<file path="config.mk">
export PLATFORM = sky130hd
export DESIGN_NAME = rpt_sat
export DESIGN_NICKNAME = d
export VERILOG_FILES = /design/src/design/assert_macros.svh /design/src/design/rpt_pkg.sv /design/src/design/rpt_sat.sv
export SDC_FILE = /design/constraint.sdc
export NUM_CORES = 1
export LEC_CHECK = 0
export BUFFER_PORTS_ARGS = -buffer_cell sky130_fd_sc_hd__buf_2
export CAP_MARGIN = 30
export CORE_AREA = 5 5 186 188
export CTS_CLUSTER_DIAMETER = 60
export DETAILED_ROUTE_END_ITERATION = 8
export DIE_AREA = 0 0 191 193
export PLACE_DENSITY = 0.67
export SLEW_MARGIN = 0
export SYNTH_ARGS = -nofsm -noshare
export SYNTH_HDL_FRONTEND = slang
export SYNTH_SLANG_ARGS = --single-unit
</file>
<file path="constraint.sdc">
create_clock -name clk -period 5.9 [get_ports clk]
set_input_delay 1.18 -clock clk [delete_from_list [all_inputs] [get_ports clk]]
set_output_delay 1.18 -clock clk [all_outputs]
set_load 0.005 [all_outputs]
</file>
<file path="src/design/assert_macros.svh">
// Assertion macros used by the top level of the point transform block.
`ifndef ASSERT_MACROS_SVH
`define ASSERT_MACROS_SVH
`ifndef ASSERT_OFF
// Checked at every clock edge outside reset.
`define ASSERT_CHK(lbl, clk, rst, prop) \
  lbl: assert property (@(posedge clk) disable iff (rst) prop) \
    else $error("assertion failed");
// Checked at every clock edge, reset included.
`define ASSERT_ALW(lbl, clk, prop) \
  lbl: assert property (@(posedge clk) prop) \
    else $error("assertion failed");
`else
`define ASSERT_CHK(lbl, clk, rst, prop)
`define ASSERT_ALW(lbl, clk, prop)
`endif
`endif

</file>
<file path="src/design/rpt_pkg.sv">
// Shared types and constants of the rigid point transform block.
package rpt_pkg;

  localparam int COORD_WIDTH = 32;
  localparam int COEF_WIDTH  = 16;
  localparam int FRAC_BITS   = COEF_WIDTH - 2;
  localparam int AXES        = 3;
  localparam int ROW_W       = AXES * COEF_WIDTH;
  localparam int CFG_W       = (ROW_W > COORD_WIDTH) ? ROW_W : COORD_WIDTH;
  localparam int IDX_W       = 3;
  // Exact product, sum of three products, rounded sum, and sum with offset.
  localparam int PROD_W      = COORD_WIDTH + COEF_WIDTH;
  localparam int SUM_W       = PROD_W + 2;
  localparam int RND_W       = SUM_W - FRAC_BITS;
  localparam int RES_W       = RND_W + 1;

  typedef enum logic [IDX_W-1:0] {
    REG_ROT_ROW_0 = 3'd0,
    REG_ROT_ROW_1 = 3'd1,
    REG_ROT_ROW_2 = 3'd2,
    REG_OFFSET_X  = 3'd3,
    REG_OFFSET_Y  = 3'd4,
    REG_OFFSET_Z  = 3'd5
  } reg_idx_t;

  typedef struct packed {
    logic signed [COORD_WIDTH-1:0] in_x;
    logic signed [COORD_WIDTH-1:0] in_y;
    logic signed [COORD_WIDTH-1:0] in_z;
  } point_in_t;

  typedef struct packed {
    logic signed [COORD_WIDTH-1:0] out_x;
    logic signed [COORD_WIDTH-1:0] out_y;
    logic signed [COORD_WIDTH-1:0] out_z;
    logic                          clipped;
  } point_out_t;

  // coef[row][col], offset[row]; all two's complement.
  typedef struct packed {
    logic [AXES-1:0][AXES-1:0][COEF_WIDTH-1:0] coef;
    logic [AXES-1:0][COORD_WIDTH-1:0]          offset;
  } xform_cfg_t;

  typedef logic [AXES-1:0][AXES-1:0][PROD_W-1:0] prod_mat_t;
  typedef logic [AXES-1:0][SUM_W-1:0]            sum_vec_t;

endpackage

</file>
<file path="src/design/rpt_sat.sv">
// Last pipeline stage: scale, add the offset, saturate, and hold the output word.
module rpt_sat
  import rpt_pkg::*;
(
  input  logic       clk,
  input  logic       rst,
  input  logic       valid_in,
  output logic       ready_up,
  input  logic       out_stall,
  input  sum_vec_t   sum,
  input  xform_cfg_t cfg,
  output logic       out_valid,
  output point_out_t out_data
);

  logic signed [RND_W-1:0]       rounded [AXES];
  logic signed [RES_W-1:0]       total   [AXES];
  logic signed [COORD_WIDTH-1:0] lane    [AXES];
  logic [AXES-1:0]               lane_clip;
  point_out_t                    out_next;

  assign ready_up = !out_valid || !out_stall;

  always_comb begin
    for (int r = 0; r < AXES; r++) begin
      // The rounding half is already in the sum, so dropping the fraction
      // bits gives floor, that is round half up.
      rounded[r] = $signed(sum[r][SUM_W-1:FRAC_BITS]);
      total[r]   = RES_W'(rounded[r]) + RES_W'($signed(cfg.offset[r]));
      // In range when every bit above the result's sign bit repeats it.
      if (total[r][RES_W-1:COORD_WIDTH-1] == '0 || total[r][RES_W-1:COORD_WIDTH-1] == '1) begin
        lane[r]      = total[r][COORD_WIDTH-1:0];
        lane_clip[r] = 1'b0;
      end else begin
        lane[r]      = total[r][RES_W-1] ? {1'b1, {(COORD_WIDTH-1){1'b0}}}
                                         : {1'b0, {(COORD_WIDTH-1){1'b1}}};
        lane_clip[r] = 1'b1;
      end
    end
    out_next.out_x   = lane[0];
    out_next.out_y   = lane[1];
    out_next.out_z   = lane[2];
    out_next.clipped = |lane_clip;
  end

  always_ff @(posedge clk) begin
    if (rst) begin
      out_valid <= 1'b0;
    end else if (ready_up) begin
      out_valid <= valid_in;
    end
  end

  always_ff @(posedge clk) begin
    if (ready_up && valid_in) begin
      out_data <= out_next;
    end
  end

endmodule

</file>
# Yosys cells after proc, flatten, opt, wreduce, memory -nomap -nowiden
# Cells that the tools add are included.
# op_classes
n_eq_ne	3
addsub	3
mux	9
reduce_logical	11
# ops
op	count
2-to-1 mux 32 bit	6
adder 36 x 32 -> 37 bit	3
equality test 6 bit, second input constant	3
logical NOT 6 bit	3
logical OR 1 bit	4
2-to-1 mux 1 bit	3
OR reduction 3 bit	1
logical NOT 1 bit	2
logical AND 1 bit	1
# word_totals
out_inout_bits	99
regBits	98

# Depth between registers and ports, before layout
# logic_depth
word_depth	5
depth_mapped	14
mapped_depth_nobuf	13

# Worst setup path before layout
# No wires, ideal clock.
# synth_timing
path_type	in2reg
startpoint	input port sum[64] (netlist name)
endpoint	register out_data[0] (netlist name) (data pin)
t_arrival_ps	4467
stages	14
setup_ps	261
slack_ps	1172
n_path_buf	1
t_required_ps	5639
cell_sequence	ha_1 -> inv_1 -> fa_1 -> nand2b_1 -> a21oi_1 -> o211ai_1 -> a311o_1 -> a2111oi_2 -> o211ai_1 -> a22o_1 -> or4_4 -> mux2_4 -> buf_6 -> nand3b_4
# synth_rtl
item	line_no	text
start, declared	rpt_sat.sv:10	input sum_vec_t sum,
end signal, assigned	rpt_sat.sv:56	out_data <= out_next;
end, declared	rpt_sat.sv:13	output point_out_t out_data

==> key figures <==
Status
  • Status: completed

Critical path
  • Crit-path cells: buf_2 -> ha_1 -> inv_1 -> fa_1 -> nand2b_1 -> a21oi_1 -> o211ai_1 -> a311o_1 -> a2111oi_2 -> o211ai_1 -> a22o_1 -> or4_4 -> mux2_4 -> nand3b_4
  • CP max stage delay: around 550 ps
  • CP Class: in2reg
  • Critical Path RT: about 6000 ps
  • Cell mode on critical path: o211ai_1
  • Worst setup EP type: register
  • Slowest cell on the critical path: or4_4
  • Critical Path AT: ~5000 ps
  • Startpoint Class: input pin
  • Crit Path Max Fanout: 32

Yosys
  • Top cells by area, synth: edfxtp_1, ha_1, a21oi_1
  • Post-synthesis cell count: 1143
  • Syn_area_per_cell: between 8 and 9 um^2
  • Cell taking the most area after synthesis: edfxtp_1
  • Synth async-reset ratio: 0%
  • Netlist cell types: 71
  • Main synth FF type: edfxtp_1
  • Syn. warnings: 0
  • Post-synthesis sequential area ratio: between 20% and 30%
  • Post-synth EDFFs: 97
  • Mapped cell area: about 0.0099 mm^2
  • Synth top area share: 29.3%
  • Synthesized Nets: 1648
  • Synthesized flop and latch total: 98

STA
  • Fin. max-slew vios: 0
  • Final Worst Setup Slack: a little over 900 ps
  • Unrepaired setup endpoints after global routing: no
  • Setup violators final: 0
  • Worst Clk Skew: about 16 ps
  • Final hold violations: 0
  • Max Freq: between 200 and 250 MHz
  • Slew of the pin with the lowest slew margin: slightly above 900 ps
  • Slew HR: between 30% and 40%
  • Period utilization: between 80% and 90%
  • Setup TNS Final: 0 ps
  • Final min period: around 5000 ps
  • Hold Slack: ~540 ps

Clock network
  • Clock latency on the worst-skew pair: 380 ps
  • CTS Hold Buffers Added: 0
  • TritonCTS clock tree: done
  • CTS buffer count: 9
  • Clock transition at the registers of the reported paths: approximately 90 ps
  • Clk sinks: 98
  • H-tree Lvls: 3
  • Clock root buffer: clkbuf_16
  • # resized after CTS: 0
  • Clk buf depth: 2
  • Post-CTS Repair Setup Buffers: 0

Route
  • DRT iter0 DRCs: ~590
  • Number of routed nets with antenna violations: 0
  • DRT Wirelength: between 30000 and 40000 um
  • Total number of vias: 10000
  • Per-cell routed wire length: approximately 18 um
  • Vias/cell: approximately 5.4
  • DR DRC count: 0
  • First-pass iteration count of the detailed router: 6

Power
  • PD cells: 217 mW/mm^2
  • Seq pwr share: roughly a third
  • Clock power frac: 24.8%
  • Comb pwr share: approximately two fifths
  • Worst VDD drop: 0.000125 V
  • Switch share: between 30 and 40%
  • Internal power: approximately 1.7 mW
  • Leakage: around 5.4 nW
  • Sw power: between 0.9 and 1 mW

Floorplanning
  • Placeable Area: approximately 0.033 mm^2
  • Row count: 67
  • Die extent in x: 191 um
  • Initial core utilization: between 30% and 40%
  • Die height: roughly 190 um
  • IO Pins: about 490
  • Die ar.: 0.0369 mm^2

Global routing
  • Initial antenna violation count: 8
  • Remaining Overflow, GRT: 0
  • First-pass GRT wire length: ~52000 um
  • Largest net degree at the start of global routing: between 60 and 70
  • Vias in the first global route: 9675
  • Tot GR Track Use: 17.8%

Placed design
  • Placed insts: around 1900
  • GP Congestion: around 0.91
  • IO buf count: 306
  • Hpwl dp: 27600 um
  • Post-placement setup slack: between 500 and 600 ps

Worst hold path
  • HP Class: reg2reg

Cells and area
  • Fin util: between 30% and 40%
  • Most frequent cells in the layout: buf_2, a21oi_1, ha_1
  • Commonest non-fill, non-tap cell in the layout: buf_2
  • Fin nets: 1925
  • Final Non-Filler Cells: ~1900
  • Area Growth Syn to Fin: 22.9%
  • Layout cells sized above 1: 25.9%

Run
  • Max-cap violations: 0
Yosys cell counts, types with 6 or more instances:
master     count
a21oi_1      145
ha_1         108
edfxtp_1      97
nand2_1       88
o21ai_0       77
a21o_1        69
nor2_1        67
xor2_1        49
xnor2_1       40
clkbuf_1      39
inv_1         39
nand3_1       32
o21ai_2       21
o211ai_1      20
o21bai_1      17
a31oi_1       16
nand4_1       15
nor3_1        15
and2_1        14
nand2b_1      14
o21ai_1       11
o21a_1        10
nor2b_1        9
a211oi_1       8
and3_1         8
or3_1          7
a2111oi_0      6
a41oi_1        6
per-layer routing:
metal | GRT usage (%) | share of wire, % | vias up
li1 | - | - | 4895
met1 | 24.4 | 46 | 4704
met2 | 27.6 | 43 | 379
met3 | 4.61 | 7.9 | 55
met4 | 5.58 | 2.5 | 14
met5 | 0 | 0.23 | -
kinds of logic after synthesis:
kind of cell    synth area share, %
fa+ha+maj                      14.2
buf+inv                        3.76
xor+xnor                       7.84
flops                          29.5
mux                           0.553
compound gates                 30.3
simple gates                   13.9
per-stage QoR:
step	power (mW)	cell area (um^2)
2_1_floorplan	1.64	9950
3_3_place_gp	1.99	11900
3_5_place_dp	2.00	11900
4_1_cts	2.67	12200
5_1_grt	2.82	12200
6_report	2.65	12200
worst paths after layout:
| path | startpoint | end | slack, ps | cells past startpoint |
|---|---|---|---|---|
| worst min-delay path | out_valid | out_valid | 540 | 2 |
| worst max-delay path | cfg[32] | out_data[0] | 920 | 14 |
| worst max register to register | out_valid | out_data[64] | 3750 | 3 |
| worst min register to register | out_valid | out_valid | 540 | 2 |
power groups by stage:
stage               sequential, mW  clock [mW]  combinational, mW
global route                 0.911       0.701               1.21
CTS                          0.905       0.676               1.09
finish                       0.903       0.657               1.09
floorplan                    0.930           0              0.712
global placement             0.919           0               1.07
detailed placement           0.919           0               1.08
state kept, by name, summed over array words and instances, names as in the netlist:
register   count
out_data      97
out_valid      1
worst max-delay path: cells and delay by family:
family | cells | cell delay [ps]
muxes | 1 | 500
buffers and inverters | 2 | 150
adders and majority gates | 2 | 580
AOI/OAI and AO/OA | 6 | 1750
and+or+nand+nor | 3 | 950
layout make-up:
class	count	area [um^2]
Sequential cell	98	2930
Fill cell	3407	20700
Clock inverter	7	75.1
Clock buffer	9	225
Multi-Input combinational cell	956	6670
Timing Repair Buffer	316	1620
Antenna cell	2	5.00
Tap cell	448	561
Inverter	39	146
Power figures use the tool's default switching activity.
