==> config.mk <==
export PLATFORM = sky130hd
export DESIGN_NAME = rpt_sum
export DESIGN_NICKNAME = d
export VERILOG_FILES = /design/src/design/assert_macros.svh /design/src/design/rpt_pkg.sv /design/src/design/rpt_sum.sv
export SDC_FILE = /design/constraint.sdc
export NUM_CORES = 1
export LEC_CHECK = 0
export BUFFER_PORTS_ARGS = -buffer_cell sky130_fd_sc_hd__buf_2
export CAP_MARGIN = 20
export CELL_PAD_IN_SITES_DETAIL_PLACEMENT = 0
export CELL_PAD_IN_SITES_GLOBAL_PLACEMENT = 1
export CORE_AREA = 2 2 228 230
export CTS_CLUSTER_SIZE = 40
export DETAILED_ROUTE_END_ITERATION = 7
export DIE_AREA = 0 0 230 232
export GPL_ROUTABILITY_DRIVEN = 0
export GPL_TIMING_DRIVEN = 0
export PLACE_DENSITY_LB_ADDON = 0.1
export SKIP_LAST_GASP = 1
export SLEW_MARGIN = 20
export SYNTH_ARGS = -nofsm -noshare
export SYNTH_HDL_FRONTEND = slang
export SYNTH_SLANG_ARGS = --single-unit
export TNS_END_PERCENT = 50
==> constraint.sdc <==
create_clock -name clk -period 6.75 [get_ports clk]
set_input_delay 1.35 -clock clk [delete_from_list [all_inputs] [get_ports clk]]
set_output_delay 1.35 -clock clk [all_outputs]
set_load 0.02 [all_outputs]
==> src/design/assert_macros.svh <==
// Assertion macros used by the top level of the point transform block.
`ifndef ASSERT_MACROS_SVH
`define ASSERT_MACROS_SVH
`ifndef ASSERT_OFF
// Checked at every clock edge outside reset.
`define ASSERT_CHK(lbl, clk, rst, prop) \
  lbl: assert property (@(posedge clk) disable iff (rst) prop) \
    else $error("assertion failed");
// Checked at every clock edge, reset included.
`define ASSERT_ALW(lbl, clk, prop) \
  lbl: assert property (@(posedge clk) prop) \
    else $error("assertion failed");
`else
`define ASSERT_CHK(lbl, clk, rst, prop)
`define ASSERT_ALW(lbl, clk, prop)
`endif
`endif

==> src/design/rpt_pkg.sv <==
// Shared types and constants of the rigid point transform block.
package rpt_pkg;

  localparam int COORD_WIDTH = 32;
  localparam int COEF_WIDTH  = 16;
  localparam int FRAC_BITS   = COEF_WIDTH - 2;
  localparam int AXES        = 3;
  localparam int ROW_W       = AXES * COEF_WIDTH;
  localparam int CFG_W       = (ROW_W > COORD_WIDTH) ? ROW_W : COORD_WIDTH;
  localparam int IDX_W       = 3;
  // Exact product, sum of three products, rounded sum, and sum with offset.
  localparam int PROD_W      = COORD_WIDTH + COEF_WIDTH;
  localparam int SUM_W       = PROD_W + 2;
  localparam int RND_W       = SUM_W - FRAC_BITS;
  localparam int RES_W       = RND_W + 1;

  typedef enum logic [IDX_W-1:0] {
    REG_ROT_ROW_0 = 3'd0,
    REG_ROT_ROW_1 = 3'd1,
    REG_ROT_ROW_2 = 3'd2,
    REG_OFFSET_X  = 3'd3,
    REG_OFFSET_Y  = 3'd4,
    REG_OFFSET_Z  = 3'd5
  } reg_idx_t;

  typedef struct packed {
    logic signed [COORD_WIDTH-1:0] in_x;
    logic signed [COORD_WIDTH-1:0] in_y;
    logic signed [COORD_WIDTH-1:0] in_z;
  } point_in_t;

  typedef struct packed {
    logic signed [COORD_WIDTH-1:0] out_x;
    logic signed [COORD_WIDTH-1:0] out_y;
    logic signed [COORD_WIDTH-1:0] out_z;
    logic                          clipped;
  } point_out_t;

  // coef[row][col], offset[row]; all two's complement.
  typedef struct packed {
    logic [AXES-1:0][AXES-1:0][COEF_WIDTH-1:0] coef;
    logic [AXES-1:0][COORD_WIDTH-1:0]          offset;
  } xform_cfg_t;

  typedef logic [AXES-1:0][AXES-1:0][PROD_W-1:0] prod_mat_t;
  typedef logic [AXES-1:0][SUM_W-1:0]            sum_vec_t;

endpackage

==> src/design/rpt_sum.sv <==
// Second pipeline stage: row sums of the products plus the rounding half.
module rpt_sum
  import rpt_pkg::*;
(
  input  logic      clk,
  input  logic      rst,
  input  logic      valid_in,
  output logic      ready_up,
  input  logic      ready_down,
  input  prod_mat_t prod,
  output logic      valid,
  output sum_vec_t  sum
);

  localparam logic signed [SUM_W-1:0] ROUND_HALF = SUM_W'(1) << (FRAC_BITS - 1);

  logic signed [SUM_W-1:0] sum_next [AXES];

  assign ready_up = !valid || ready_down;

  always_comb begin
    for (int r = 0; r < AXES; r++) begin
      sum_next[r] = SUM_W'($signed(prod[r][0])) + SUM_W'($signed(prod[r][1]))
                  + SUM_W'($signed(prod[r][2])) + ROUND_HALF;
    end
  end

  always_ff @(posedge clk) begin
    if (rst) begin
      valid <= 1'b0;
    end else if (ready_up) begin
      valid <= valid_in;
    end
  end

  always_ff @(posedge clk) begin
    if (ready_up && valid_in) begin
      for (int r = 0; r < AXES; r++) begin
        sum[r] <= sum_next[r];
      end
    end
  end

endmodule

=== Yosys cells after proc, flatten, opt, wreduce, memory -nomap -nowiden ===
Cells that the tools add are included.

* Register bits after elaboration: 151
* Output and inout bits: 152
* Word-level logic and storage cells: 16

* Add/subtract/negate cells: 9
* Reductions and logical operators: 3

{| class="wikitable"
|+ Operator list
! cell !! count
|-
| 49-bit by 48-bit adder with 50-bit output || 3
|-
| 50-bit by 15-bit adder with 50-bit output (second input constant) || 3
|-
| 48-bit by 48-bit adder with 49-bit output || 3
|-
| 1-bit logical AND || 1
|-
| 1-bit logical NOT || 1
|-
| 1-bit logical OR || 1
|}

=== Logic depth before layout (Yosys ltp) ===
Gate-level depths: netlist of run 1.

* Word-level depth: 3
* Depth in mapped cells: 15
* Depth with buffers taken out: 15

=== Worst setup path before layout of run 1 ===
Ideal clock, no wire load.

* Path kind: input to register
* Start: input ready_down
* End: register sum[0] in the netlist's numbering, enable pin
* Setup time: 0.527 ns
* Arrival time: 5.085 ns
* Required time: 6.223 ns
* Path slack: 1.138 ns
* Stages: 2
* Buffers on the path: 0
* Cell sequence: nand2b_1 -> and2_1

* Word-level cells in the longest chain between the ends: 2

{| class="wikitable"
|+ Ends and longest elaborated chain
! element !! line !! source
|-
| start, declared || rpt_sum.sv:9 || <nowiki>input logic ready_down,</nowiki>
|-
| 1-bit logical OR || rpt_sum.sv:19 || <nowiki>assign ready_up = !valid || ready_down;</nowiki>
|-
| 1-bit logical AND || rpt_sum.sv:37 || <nowiki>if (ready_up && valid_in) begin</nowiki>
|-
| end signal, assigned by index || rpt_sum.sv:39 || <nowiki>sum[r] <= sum_next[r];</nowiki>
|-
| end, declared || rpt_sum.sv:12 || <nowiki>output sum_vec_t sum</nowiki>
|}

No other way between the ends.
A chain may end at the register's enable or synchronous reset.

==> impl_metrics.env, run 1 <==
export IMPL_status="finished, final reports clean"
export IMPL_core_region_area_um2=50900
export IMPL_ys_warnings_count=0
export IMPL_grt_setup_unrepaired="no"
export IMPL_regArea_um2=4520
export IMPL_final_hold_viol_count=0
export IMPL_h_tree_depth=4
export IMPL_die_width_um=230
export IMPL_grt_pass1_wl_mm=88.7
export IMPL_place_inst=3343
export IMPL_grt_pass1_vias=16917
export IMPL_routedWlPerCell_um=16.7
export IMPL_cp_cell_sequence="buf_2, inv_1, fa_1, inv_1, ha_1, ha_1, clkbuf_1, nand2_1, nor4_1, nand3_1, o21ai_0, nor2_1, o211ai_2, a31oi_1, o31ai_1, a311oi_1"
export IMPL_pwr_share_clk=0.165
export IMPL_synth_top_cell_by_area="edfxtp_1"
export IMPL_multi_input_area_um2=12300
export IMPL_top_layer_used="met4"
export IMPL_required_ps=6930
export IMPL_cp_max_fo=7
export IMPL_power_frac_comb=0.590
export IMPL_drt_wl_total_mm=56.5
export IMPL_synth_most_common_cell="inv_1"
export IMPL_syn_inst=2073
export IMPL_synth_area_top_cells="edfxtp_1 24%, ha_1 19%, fa_1 16%, inv_1 10%, a21oi_1 3.7%"
export IMPL_fin_area_um2=23400
export IMPL_clock_skew_ps=10.4
export IMPL_path_class="in2reg"
export IMPL_drt_iter0_markers=723
export IMPL_postCtsSetupBuffers=0
export IMPL_dpl_cell_area_um2=22800
export IMPL_synth_edf_count=150
export IMPL_tritoncts="yes"
export IMPL_relSlewSlack=0.488
export IMPL_antenna_found_initial=1
export IMPL_num_fill_cells=5120
export IMPL_ys_flop_type="edfxtp_1"
export IMPL_insertion_delay_ps=450
export IMPL_worst_hold_path_type="reg2reg"
export IMPL_synth_area_per_cell_um2=9.14
export IMPL_synth_area_um2=19000
export IMPL_seqPwrFrac=0.245
export IMPL_place_detailed_hpwl_mm=48.9
export IMPL_die_area_um2=53400
export IMPL_finalSetupViolCount=0
export IMPL_io_pins=588
export IMPL_synth_top_area_frac=0.238
export IMPL_drt_met1_wl_mm=24.8
export IMPL_fin_crit_sh=0.774
export IMPL_reg2reg_from="valid"
export IMPL_syn_to_final_growth_pct=23.7
export IMPL_first_pass_iters=5
export IMPL_ctsHoldBuffers=0
export IMPL_fin_crit_ps=5220
export IMPL_grt_start_max_net_pins=51
export IMPL_core_rowCount=83
export IMPL_start_util=0.373
export IMPL_drive_gt1_frac=0.248
export IMPL_ys_ff_latch=151
export IMPL_crit_slowest_cell="fa_1"
export IMPL_drv_slew=0
export IMPL_path_clk_slew_ps=70
export IMPL_leakagePower_nw=12.8
export IMPL_finalNonFillerCells=3376
export IMPL_cts_buffer_depth=2
export IMPL_async_flop_share=0
export IMPL_synthDistinctLibCells=75
export IMPL_yosysSeqAreaShare=0.239
export IMPL_io_buffers=587
export IMPL_startpoint_type="input port"
export IMPL_die_height_um=232
export IMPL_dr_wl_met3_mm=2.73
export IMPL_ys_top_cells_by_count="523 x inv_1, 285 x ha_1, 150 x edfxtp_1"
export IMPL_ir_worst_vdd_v=0.000183
export IMPL_fmax_ghz=0.192
export IMPL_vias=16224
export IMPL_hold_depth=2
export IMPL_cts_made_buffers=17
export IMPL_worstSetupEndpointType="flip-flop"
export IMPL_grt_usage=0.212
export IMPL_grt_ovfl_total=0
export IMPL_final_net_count=3550
export IMPL_worst_pin_slew_ps=759
export IMPL_utilization=0.461
export IMPL_postSynthNetCount=2941
export IMPL_crit_arrival_ps=5400
export IMPL_clockRootBuffer="clkbuf_16"
export IMPL_switchingPower_mw=2.85
export IMPL_total_power_mw=6.42
export IMPL_cp_startpoint="prod[306]"
export IMPL_setup_tns_ps=0
export IMPL_max_stage_delay_ps=550
export IMPL_viasPerCell=4.81
export IMPL_post_cts_resized=0
export IMPL_maxCapViolations=0
export IMPL_cellPowerDensity_nw_per_um2=274
export IMPL_met2_length_mm=27.9
export IMPL_rr_worst_depth=4
export IMPL_netSwitchingFraction=0.444
export IMPL_p_int_mw=3.57
export IMPL_cts_sinks=151
export IMPL_min_from="valid"
export IMPL_drc=0
export IMPL_ant_nets=0
==> logic make-up (layout without fill, tap and decap cells) <==
kind of cell / count (synthesis) / count (layout) / synth area share
flip-flops: 151 / 151 / 0.239
adder cells (fa/ha/maj): 432 / 432 / 0.343
AND/OR/NAND/NOR: 335 / 335 / 0.0846
other: 0 / 1 / 0
multiplexers: 1 / 1 / 0.000528
buffers and inverters: 569 / 1191 / 0.114
XOR/XNOR: 131 / 131 / 0.0605
AO/OA/AOI/OAI: 454 / 454 / 0.158
==> cell type report <==
class,count,area share
Tap cell,680,0.0363
Timing Repair Buffer,590,0.129
Inverter,523,0.0837
Buffer,46,0.00854
Multi-Input combinational cell,1353,0.523
Antenna cell,1,0.000107
Clock inverter,14,0.00779
Sequential cell,151,0.193
Clock buffer,18,0.0183
==> stage by stage <==
stage | hold WS [ps] | setup slack [ps]
detailed placement | 511 | 1030
finish | 519 | 1530
CTS | 521 | 1520
global route | 577 | 1290
floorplan | 729 | 1140
global placement | 485 | -1070
==> registers in the layout, indices dropped and copies added (netlist names) <==
register and count:
sum 150, valid 1
==> cell usage in the layout (no fill, tap or decap), types with 8 or more instances in the layout <==
cell type / n
a21oi_1: 139
nand2_1: 95
inv_1: 523
o21a_1: 11
edfxtp_1: 150
buf_2: 597
nor3_1: 20
nand3_1: 26
nand2b_1: 10
o21ai_0: 69
clkbuf_1: 35
o31ai_1: 8
and2_1: 8
xnor2_1: 77
and3_1: 12
a31oi_1: 19
ha_1: 285
nor2b_1: 9
fa_1: 147
nor2_1: 93
o21bai_1: 30
o21ai_1: 11
a211oi_1: 13
a21o_1: 82
clkbuf_16: 17
xor2_1: 54
nand4_1: 37
==> routing by layer <==
| layer | vias to the layer above | GRT usage |
|---|---|---|
| li1 | 8108 | - |
| met1 | 7631 | 0.264 |
| met2 | 442 | 0.378 |
| met3 | 43 | 0.0341 |
| met4 | 0 | 0.0579 |
| met5 | - | 0 |
==> path summary, 6_finish.rpt <==
kind / end / slack (ps)
setup / recovery: sum[149] / 1530
hold / removal: valid / 520
setup reg to reg: sum[109] / 5050
hold reg to reg: valid / 520
==> critical path, delay by kind of cell <==
family          cells  cell delay, ps
simple gates        4            1030
fa+ha+maj           3            1090
compound gates      5            1460
buf+inv             4             460
==> power by group through the flow <==
stage	combinational, mW	clock (mW)	sequential, mW
after floorplan	2.22	0	1.96
after global placement	3.78	0	1.60
after detailed placement	3.78	0	1.59
after CTS	3.82	1.09	1.58
after global routing	4.23	1.12	1.60
final	3.79	1.06	1.57
Note: power is estimated with default switching activity, not from simulation.
==> run 2, diff against run 1 <==
- ABC_AREA: unset -> 1
- CORE_AREA: 2 2 228 230 -> unset
- CORE_MARGIN: unset -> 2
- CORE_UTILIZATION: unset -> 39
- DIE_AREA: 0 0 230 232 -> unset
- clock period: 6.75 -> 5 ns (I/O delays scaled with it)
==> impl_metrics.env, run 2 <==
export IMPL_status="finished, final reports clean"
export IMPL_clockRootBuffer="clkbuf_16"
export IMPL_grt_pass1_vias=21552
export IMPL_synth_top_family_by_area="simple AND/OR/NAND/NOR gates"
export IMPL_viasPerCell=4.39
export IMPL_grt_usage=0.239
export IMPL_place_detailed_hpwl_mm=67.0
export IMPL_ys_ff_latch=151
export IMPL_ys_warnings_count=0
export IMPL_cp_max_fo=4
export IMPL_io_buffers=587
export IMPL_cts_made_buffers=17
export IMPL_min_from="valid"
export IMPL_required_ps=5250
export IMPL_crit_arrival_ps=4080
export IMPL_antenna_found_initial=0
export IMPL_drive_gt1_frac=0.188
export IMPL_synth_top_cell_by_area="nand2_1"
export IMPL_largest_registers="sum: 150 flops, valid: 1 flops"
export IMPL_grt_start_max_net_pins=22
export IMPL_cp_depth=17
export IMPL_vias=22162
export IMPL_first_pass_iters=5
export IMPL_die_area_um2=63100
export IMPL_ctsHoldBuffers=0
export IMPL_clock_skew_ps=7.44
export IMPL_worstSetupEndpointType="flip-flop"
export IMPL_crit_slowest_cell="fa_1"
export IMPL_ys_flop_type="edfxtp_1"
export IMPL_yosysSeqAreaShare=0.190
export IMPL_relSlewSlack=0.668
export IMPL_synth_adder_area_share=0.273
export IMPL_hold_depth=2
export IMPL_fin_ws_ps=1170
export IMPL_ant_nets=0
export IMPL_finalNonFillerCells=5044
export IMPL_io_pins=588
export IMPL_place_inst=5013
export IMPL_drc=0
export IMPL_start_util=0.395
export IMPL_synth_area_per_cell_um2=6.56
export IMPL_leakagePower_nw=17.8
export IMPL_num_fill_cells=6503
export IMPL_pre_cts_slack_ps=701
export IMPL_path_clk_slew_ps=70
export IMPL_synthMuxAreaShare=0
export IMPL_syn_inst=3635
export IMPL_ir_worst_vdd_v=0.000288
export IMPL_drt_wl_total_mm=74.9
export IMPL_synth_simple_area_share=0.303
export IMPL_path_class="in2reg"
export IMPL_synth_compound_area_frac=0.0239
export IMPL_synthDistinctLibCells=27
export IMPL_core_rowCount=90
export IMPL_cellPowerDensity_nw_per_um2=340
export IMPL_die_height_um=251
export IMPL_cpMostUsedCell="nand2_1"
export IMPL_rr_worst_depth=5
export IMPL_regMostFlops="sum"
export IMPL_tritoncts="yes"
export IMPL_antenna_cells=0
export IMPL_yosys_area_share_xor_xnor=0.0275
export IMPL_max_stage_delay_ps=650
export IMPL_grt_ovfl_total=0
export IMPL_crit_family="adder cells"
export IMPL_layout_commonest_cell="nand2_1"
export IMPL_postCtsSetupBuffers=0
export IMPL_cts_buffer_depth=2
export IMPL_die_width_um=251
export IMPL_final_hold_viol_count=0
export IMPL_worst_path_buf_inv=3
export IMPL_cp_startpoint="prod[2]"
export IMPL_core_region_area_um2=60400
export IMPL_maxCapViolations=0
export IMPL_mostFrequentLayoutCells="1202 x nand2_1, 1146 x inv_1, 587 x buf_2"
export IMPL_drv_slew=0
export IMPL_synth_area_um2=23800
export IMPL_drt_iter0_markers=1250
export IMPL_synth_edf_count=150
export IMPL_post_cts_resized=0
export IMPL_postSynthNetCount=4503
export IMPL_fmax_ghz=0.261
export IMPL_syn_to_final_growth_pct=19.9
export IMPL_finalSetupViolCount=0
export IMPL_worst_pin_slew_ps=498
export IMPL_reg2reg_from="valid"
export IMPL_grt_pass1_wl_mm=116
export IMPL_async_flop_share=0
export IMPL_insertion_delay_ps=500
export IMPL_final_net_count=5118
export IMPL_routedWlPerCell_um=14.8
export IMPL_synth_top_area_frac=0.189
export IMPL_cp_cell_sequence="buf_2, inv_1, fa_1, inv_1, ha_1, ha_1, fa_1, nand2_1, nand2_1, nand3_1, nand2_1, nand2_1, nand3_2, nand2_1, nand2_1, nand2_1, nand2_1"
export IMPL_grt_setup_unrepaired="no"
export IMPL_fin_crit_sh=0.765
export IMPL_synth_area_top_cells="nand2_1 19%, edfxtp_1 19%, inv_1 18%, ha_1 15%, fa_1 12%"
export IMPL_cts_sinks=151
export IMPL_largest_reg_flops=150
export IMPL_total_power_mw=9.72
export IMPL_worst_hold_path_type="reg2reg"
export IMPL_ys_top_cells_by_count="1202 x nand2_1, 1146 x inv_1, 285 x ha_1"
export IMPL_synth_most_common_cell="nand2_1"
export IMPL_h_tree_depth=4
export IMPL_startpoint_type="input port"
export IMPL_fin_crit_ps=3830
run 2: area by class of cell:
cell class	count	area, um2	area share
sequential	151	4520	0.158
tap	782	978	0.0342
multi-input combinational	2320	15000	0.524
timing repair buffer	596	3160	0.111
clock buffer	19	433	0.0151
inverter	1164	4370	0.153
clock inverter	12	154	0.00538
run 2: power by group:
| part | leakage (nW) | switching [mW] | internal [mW] | total, mW |
|---|---|---|---|---|
| combinational | 16.1 | 4.18 | 2.04 | 6.21 |
| sequential | 1.46 | 0.119 | 1.97 | 2.09 |
| clock | 0.279 | 0.638 | 0.780 | 1.42 |
| total | 17.8 | 4.93 | 4.79 | 9.72 |
run 2: final timing paths:
check / endpoint / slack (ps)
min: valid / 530
max reg2reg: sum[46] / 3080
max: sum[34] / 1170
min reg2reg: valid / 530
run 2: kinds of logic after synthesis:
group                      after synthesis
DFF                                    151
AOI/OAI and AO/OA                      103
adders and majority gates              432
xor gates and xnor gates                75
buffers and inverters                 1164
and+or+nand+nor                       1710
run 2: per-layer routing:
metal / vias up / wire length (um) / share of wire / global-route usage
li1: 11816 / - / - / -
met1: 9774 / 35800 / 0.48 / 0.328
met2: 516 / 34200 / 0.46 / 0.399
met3: 56 / 3500 / 0.047 / 0.0282
met4: 0 / 1360 / 0.018 / 0.0614
met5: - / 0 / 0 / 0
run 2: worst register-to-register path, stage by stage (launching register included):
cell and delay, ps:
dfxtp_1 350, a21oi_4 450, buf_16 240, buf_16 200, buf_16 180, buf_16 190
run 2: per-stage QoR:
step,setup TNS [ps],hold WS [ps],util,cell area (um2)
floorplan,0,740,-,23900
global placement,-120870,522,0.460,27800
detailed placement,0,523,0.464,28000
CTS,0,536,0.474,28600
global route,0,575,0.474,28600
finish,0,531,0.474,28600
